==> config.mk <==
export PLATFORM = sky130hd
export DESIGN_NAME = mse_front
export DESIGN_NICKNAME = d
export VERILOG_FILES = /design/src/mse_pkg.sv /design/src/mse_front.sv
export SDC_FILE = /design/constraint.sdc
export NUM_CORES = 1
export LEC_CHECK = 0
export CAP_MARGIN = 5
export CELL_PAD_IN_SITES_DETAIL_PLACEMENT = 1
export CELL_PAD_IN_SITES_GLOBAL_PLACEMENT = 1
export CORE_MARGIN = 2
export CORE_UTILIZATION = 46
export DETAILED_ROUTE_END_ITERATION = 16
export DONT_BUFFER_PORTS = 1
export GPL_TIMING_DRIVEN = 0
export PLACE_DENSITY_LB_ADDON = 0.3
export SETUP_SLACK_MARGIN = 0.15
export SKIP_LAST_GASP = 1
export SYNTH_ARGS = -nofsm -noshare
export SYNTH_HDL_FRONTEND = slang
export SYNTH_SLANG_ARGS = --single-unit
==> constraint.sdc <==
create_clock -name clk_i -period 5.1 [get_ports clk_i]
set_input_delay 1.02 -clock clk_i [delete_from_list [all_inputs] [get_ports clk_i]]
set_output_delay 1.02 -clock clk_i [all_outputs]
set_load 0.02 [all_outputs]
==> src/mse_pkg.sv <==
// Shared types, opcodes and constants for the MIPS32 subset execute core.
// No dependencies.
`default_nettype none
package mse_pkg;
  localparam logic [31:0] PcRegionMask = 32'hF000_0000;
  localparam logic [31:0] DefaultResetPc = 32'h0000_1000;
  localparam logic [4:0]  LinkReg = 5'd31;
  localparam int          LuiShift = 16;
  localparam int          NumRegs = 32;
  localparam int          RegIdxW = $clog2(NumRegs);
  localparam int          QDepth = 2;

  typedef enum logic [1:0] {
    PEND_NONE = 2'd0,
    PEND_LB   = 2'd1,
    PEND_LBU  = 2'd2,
    PEND_LW   = 2'd3
  } pend_e;

  typedef enum logic [1:0] {
    REQ_NONE  = 2'd0,
    REQ_READ  = 2'd1,
    REQ_WRITE = 2'd2
  } req_e;

  localparam logic [5:0] OpSpecial = 6'h00, OpJ = 6'h02, OpJal = 6'h03, OpBeq = 6'h04,
    OpBne = 6'h05, OpAddiu = 6'h09, OpSlti = 6'h0A, OpSltiu = 6'h0B, OpAndi = 6'h0C,
    OpOri = 6'h0D, OpXori = 6'h0E, OpLui = 6'h0F, OpLb = 6'h20, OpLw = 6'h23,
    OpLbu = 6'h24, OpSb = 6'h28, OpSw = 6'h2B;
  localparam logic [5:0] FnSll = 6'h00, FnSrl = 6'h02, FnSra = 6'h03, FnJr = 6'h08,
    FnJalr = 6'h09, FnSyscall = 6'h0C, FnMfhi = 6'h10, FnMflo = 6'h12, FnMult = 6'h18,
    FnMultu = 6'h19, FnAddu = 6'h21, FnSubu = 6'h23, FnAnd = 6'h24, FnOr = 6'h25,
    FnXor = 6'h26, FnNor = 6'h27, FnSlt = 6'h2A, FnSltu = 6'h2B;

  // One queued input beat.
  typedef struct packed {
    logic        kind;
    logic [31:0] instr_word;
    logic [31:0] load_data;
  } item_t;

  // One result beat.
  typedef struct packed {
    logic [31:0] next_pc;
    logic [1:0]  mem_request;
    logic        mem_width;
    logic [31:0] mem_addr;
    logic [31:0] mem_wdata;
    logic        syscall_event;
    logic [31:0] syscall_code;
    logic [31:0] syscall_arg;
    logic        illegal;
  } res_t;
endpackage
`default_nettype wire

==> src/mse_front.sv <==
// Front part: accepts input beats into a short queue.
// Depends on mse_pkg.
`default_nettype none
module mse_front import mse_pkg::*; (
  input  wire   clk_i,
  input  wire   rst_ni,
  input  wire   in_valid_i,
  output logic  in_stall_o,
  input  item_t in_item_i,
  output logic  q_valid_o,
  output item_t q_item_o,
  input  wire   q_pop_i
);
  localparam int PtrW = $clog2(QDepth);
  item_t           mem_q [QDepth];
  logic [PtrW-1:0] rd_q, rd_d, wr_q, wr_d;
  logic [PtrW:0]   cnt_q, cnt_d;
  logic            push;

  assign in_stall_o = (cnt_q == (PtrW+1)'(QDepth));
  assign push       = in_valid_i && !in_stall_o;
  assign q_valid_o  = (cnt_q != '0);
  assign q_item_o   = mem_q[rd_q];

  // Pointer and fill count update.
  always_comb begin
    rd_d  = (q_pop_i && q_valid_o) ? rd_q + 1'b1 : rd_q;
    wr_d  = push ? wr_q + 1'b1 : wr_q;
    cnt_d = cnt_q + (PtrW+1)'(push) - (PtrW+1)'(q_pop_i && q_valid_o);
  end

  always_ff @(posedge clk_i or negedge rst_ni) begin
    if (!rst_ni) begin
      rd_q <= '0; wr_q <= '0; cnt_q <= '0;
    end else begin
      rd_q <= rd_d; wr_q <= wr_d; cnt_q <= cnt_d;
    end
  end

  // Queue storage.
  always_ff @(posedge clk_i) begin
    if (push) mem_q[wr_q] <= in_item_i;
  end

  assert property (@(posedge clk_i) disable iff (!rst_ni) cnt_q <= (PtrW+1)'(QDepth))
    else $error("queue overfilled");
  assert property (@(posedge clk_i) disable iff (!rst_ni)
    (q_pop_i && q_valid_o && !push) |=> cnt_q == $past(cnt_q) - 1'b1)
    else $error("queue count lost a pop");
  assert property (@(posedge clk_i) disable iff (!rst_ni)
    in_stall_o |-> q_valid_o) else $error("stall with empty queue");
endmodule
`default_nettype wire

# After elaboration in Yosys (flattened, before gate mapping)
# Memories as Yosys holds them, arrays and structs flattened.
# Index checks and enable logic that the tools add are counted.
# op_classes
addsub	4
mux	2
n_reduce_logical	4
eq_ne	1
# ops
cell	n
adder 1 bit, second input constant	2
adder 2 x 1 -> 2 bit	1
== test 2 bit, second input constant	1
logical AND 1 bit	2
two-way mux 1 bit	2
nonzero test 2 bit	1
subtractor 2 x 1 -> 2 bit	1
zero test 1 bit	1
# word_totals
register_bits	4
in_bits	69
ram_bits	130
output_inout_bits	67
mem_count	1
wordCells	15
# memory_table
memory	depth	width	read_ports	rd_clocked_by_memory_dff	write_ports	line	source
mem_q	2	65	1	0	1	mse_front.sv:15	item_t mem_q [QDepth];

# Logic depth before layout (Yosys ltp)
# depth
word_depth	5
mapped_depth	7
ltp_nobuf	7

# Worst setup path after synthesis
# Ideal clock, no wire load.
# synth_path
kind	input to register
from	in in_valid_i
to	mem mem_q[0][0] (netlist name), enable pin
setup_time_ps	488
path_slack_ps	780
cell_stages	2
required_ps	4612
path_buffers	0
t_arrival_ps	3831
cell_sequence	nand2_1 nor2_1
# synth_via
elab_chain_cells	3
# synth_lines
element	line	source
from (decl)	mse_front.sv:7	input wire in_valid_i,
logical AND 1 bit	mse_front.sv:21	assign push = in_valid_i && !in_stall_o;
two-way mux 1 bit	mse_front.sv:42	if (push) mem_q[wr_q] <= in_item_i;
two-way mux 1 bit (implied by the code)	mse_front.sv:42	
to (decl)	mse_front.sv:15	
# Every way passes these cells.

==> impl.org <==
** STA
- Based on the critical path, the design can be clocked at up to 0.3794 GHz.
- Count of endpoints failing hold in the final timing report :: 0
- Worst Skew :: 7.747 ps
- Across all setup checks in the final design, the least slack found is 2464 ps.
- Final period demand of the worst path :: 2636 ps
- Setup violations remaining at the end of the flow were counted as 0.
- In this run the tightest slew margin relative to its limit is 38.21%.
- Final critical-path share of the clock period :: 51.69%
- Setup repair after global routing missed its margin :: false
- Setup TNS Final :: 0 ps
- Worst-Margin Slew :: 926.8 ps
- The max-slew violation total from the final report came to 0.

** Global route
- The number of global-route vias before repair came to 2173.
- The initial antenna violation count is 0.
- Entering global routing, the biggest net connects 66 pins.
- For this run the aggregate overflow at the end of global routing stands at 0.
- Wire length of the first global-routing pass :: 11800 um
- Global routing consumed, over all layers together, 14.25% of the routing resources.

** Setup path
- Nature of the critical path endpoint :: output pin
- Required time of the critical path :: 4080 ps
- R2R Setup Slk :: 3240 ps
- Counting stages on the worst path, the most repeated cell is sky130_fd_sc_hd__buf_6.
- Critical path, cell by cell :: buf_6 -> buf_6 -> mux2_4
- Type of the worst setup path :: reg -> out
- Startpoint class of the critical path :: flip-flop
- Counting cells, the worst reg-to-reg path comes to 7.
- The largest single stage delay on the critical path is 370 ps.
- The largest individual stage delay along the critical path comes from the cell sky130_fd_sc_hd__dfrtp_1.
- Signal arrival time at the worst endpoint :: 1620 ps
- Of all nets on the critical path, the largest fanout is 10.
- In this run the critical register-to-register path is launched from cnt_q[1].
- Worst r2r dst :: cnt_q[1]

** Clocking
- Clock root buffer :: sky130_fd_sc_hd__clkbuf_8
- Clock latency on the worst-skew pair, taken at its later pin, is 500 ps.
- Clock tree from TritonCTS :: done
- Clock slew at reported path FFs :: 60 ps
- The tree built by TritonCTS fans out to 134 sinks.
- Post-CTS timing repair inserted 0 buffers for setup.
- The clock tree synthesis step divided the H-tree into 4 levels.
- Deepest clock path buffer count :: 2
- In this run, post-CTS hold repair placed 0 buffers.
- Resize count post-CTS :: 0
- Counting the buffers created by CTS gives 17.

** Finish
- Once layout is done, the placed cells without fillers occupy 5906 um^2.
- Number of inserted diodes :: 0
- Layout Area Growth over Synthesis :: 16.89%
- Commonest cells after routing, fill and taps aside :: sky130_fd_sc_hd__edfxtp_1 (130), sky130_fd_sc_hd__mux2_4 (40), sky130_fd_sc_hd__mux2_2 (25)
- Final #Nets :: 312
- Of the cells placed in the final design, the portion with a size suffix greater than 1 is 41.73%.
- Filler-free cell count of the finished design :: 394
- The library cell used most frequently in the layout, excluding fill and tap cells, is sky130_fd_sc_hd__edfxtp_1.

** Power
- Areal power density over the cells :: 675.2 nW/um^2
- Across the VDD grid, the largest voltage drop is 0.3471 mV.
- P_leak :: 2.085 nW
- Total chip power :: 3.988 mW

** Synthesis
- Summing the areas of all compound-gate instances in the mapped netlist gives 0% of the synthesized area.
- By area, the combinational part of the netlist is dominated by multiplexers.
- After synthesis, the largest area contributor takes up 77.27% of total cell area.
- YS warnings :: 0
- Synth area leaders :: sky130_fd_sc_hd__edfxtp_1 (77%), sky130_fd_sc_hd__mux2_4 (12%), sky130_fd_sc_hd__mux2_2 (5.6%)
- The synthesized netlist devotes 0.6934% of its cell area to XOR and XNOR gates.
- Register area share after synthesis :: 79.25%
- Post-synthesis instance area :: 5052 um^2
- Summing the areas of all and, or, nand and nor instances in the mapped netlist gives 0.6439% of the synthesized area.
- Library cell with the largest summed area after synthesis :: sky130_fd_sc_hd__edfxtp_1
- Of the post-synthesis cell area, the part taken by muxes is 17.46%.
- The number of nets in the synthesized netlist is 291.
- Avg Cell Area, Syn :: 22.97 um^2
- In the synthesized netlist, the number of instances is 220.
- Synthesis instantiated 16 different standard cells from the library.
- Area share of fa/ha/maj cells after synthesis :: 0.4953%
- Flops & latches, synth :: 134

** Placed design
- The HPWL after detailed placement is 5223 um.
- At the end of routability-driven placement, the weighted congestion stood at 0.6988.
- The placed instances occupy a cell area of 5280 um^2.
- Count of port buffers added during placement :: 0
- Timing analysis after detailed placement gives a worst setup slack of 2849 ps.
- Once placement completed, the tool counted placed cells totaling 362.

** Drt
- Wires add up to 7897 um.
- Via count :: 2004
- In the final routed layout, each cell accounts on average for 20.04 um.
- 1st-iter DRT viols :: 89
- After detailed routing, the number of vias per cell comes to 5.086.
- DRC violations left :: 0
- Before antenna repair, the detailed router went through 4 iterations.
- Antenna-violating nets left :: 0

** Job
- The tool flagged a number of max-cap violations equal to 0.

** Floorplanning
- Core Rows :: 38
- From left edge to right edge, the die measures 108.8 um.
- Die Height :: 108.8 um
- For this configuration, the core starts out at a cell density of 46.81%.
- Core ar. :: 10790 um^2
- The die covers 11840 um^2.
- IO Pins :: 136

** Worst hold path
- Min-Delay Path Class :: in -> async

** Run status
- The run finished with clean final reports.
synthesized netlist by cell type:
master / instances
sky130_fd_sc_hd__xor2_1: 1
sky130_fd_sc_hd__dfrtp_1: 4
sky130_fd_sc_hd__or2_1: 1
sky130_fd_sc_hd__mux2_4: 40
sky130_fd_sc_hd__nand2b_1: 1
sky130_fd_sc_hd__and2_1: 1
sky130_fd_sc_hd__edfxtp_1: 130
sky130_fd_sc_hd__nor2_1: 1
sky130_fd_sc_hd__nand2_1: 1
sky130_fd_sc_hd__and3_1: 1
sky130_fd_sc_hd__ha_1: 2
sky130_fd_sc_hd__mux2_2: 25
sky130_fd_sc_hd__xnor2_1: 3
sky130_fd_sc_hd__buf_6: 5
sky130_fd_sc_hd__buf_2: 2
sky130_fd_sc_hd__inv_1: 2
report_power, final:
group | internal, mW | leakage [nW] | switching, mW
clock | 0.838 | 0.294 | 0.421
combinational | 0.446 | 0.537 | 0.710
sequential | 1.51 | 1.25 | 0.0629
total | 2.79 | 2.09 | 1.19
metal layers:
metal | part of all wire [%] | track usage, % | vias up
met5 | 0 | 0 | -
met4 | 1.6 | 6.227 | 0
met3 | 12 | 9.384 | 12
met2 | 49 | 22.05 | 97
met1 | 37 | 15.32 | 984
li1 | - | - | 911
state kept, by name, summed over array words and instances (netlist names):
name	count
rd_q	1
wr_q	1
mem_q	130
cnt_q	2
cell families after synthesis:
kind of cell  after synthesis
buf+inv                     9
flops                     134
mux                        65
xor+xnor                    4
simple gates                6
fa+ha+maj                   2
metrics by stage:
step                utilization [%]  hold slack (ps)
detailed placement            48.92            487.5
floorplan                         -            460.1
global route                  54.72            163.2
global placement              48.44            480.2
finish                        54.72            212.5
CTS                           54.72            177.2
worst max-delay path: cells and delay by family, from the launching register on:
kind / cells / cell delay (ps)
flip-flops: 1 / 370
multiplexers: 1 / 360
buffers and inverters: 2 / 380
layout make-up:
type,instances,area [um^2]
multi-input combinational,77,987.2
clock buffer,18,417.9
timing repair buffer,2,40.04
sequential,134,4004
fill,924,4887
tap,140,175.2
clock inverter,14,207.7
buffer,7,66.31
inverter,2,7.507
worst max-delay path by stage:
stage	depth (start not counted)	end	slack (ps)	start
floorplan	2	mem_q[0][0]	780	in_valid_i
global placement	2	mem_q[0][8]	-760	in_valid_i
detailed placement	1	mem_q[1][5]	2850	in_valid_i
CTS	3	q_item_o[24]	2410	rd_q
global route	3	q_item_o[24]	2370	rd_q
finish	3	q_item_o[24]	2460	rd_q
No activity file was read; power rests on OpenSTA's default activity.
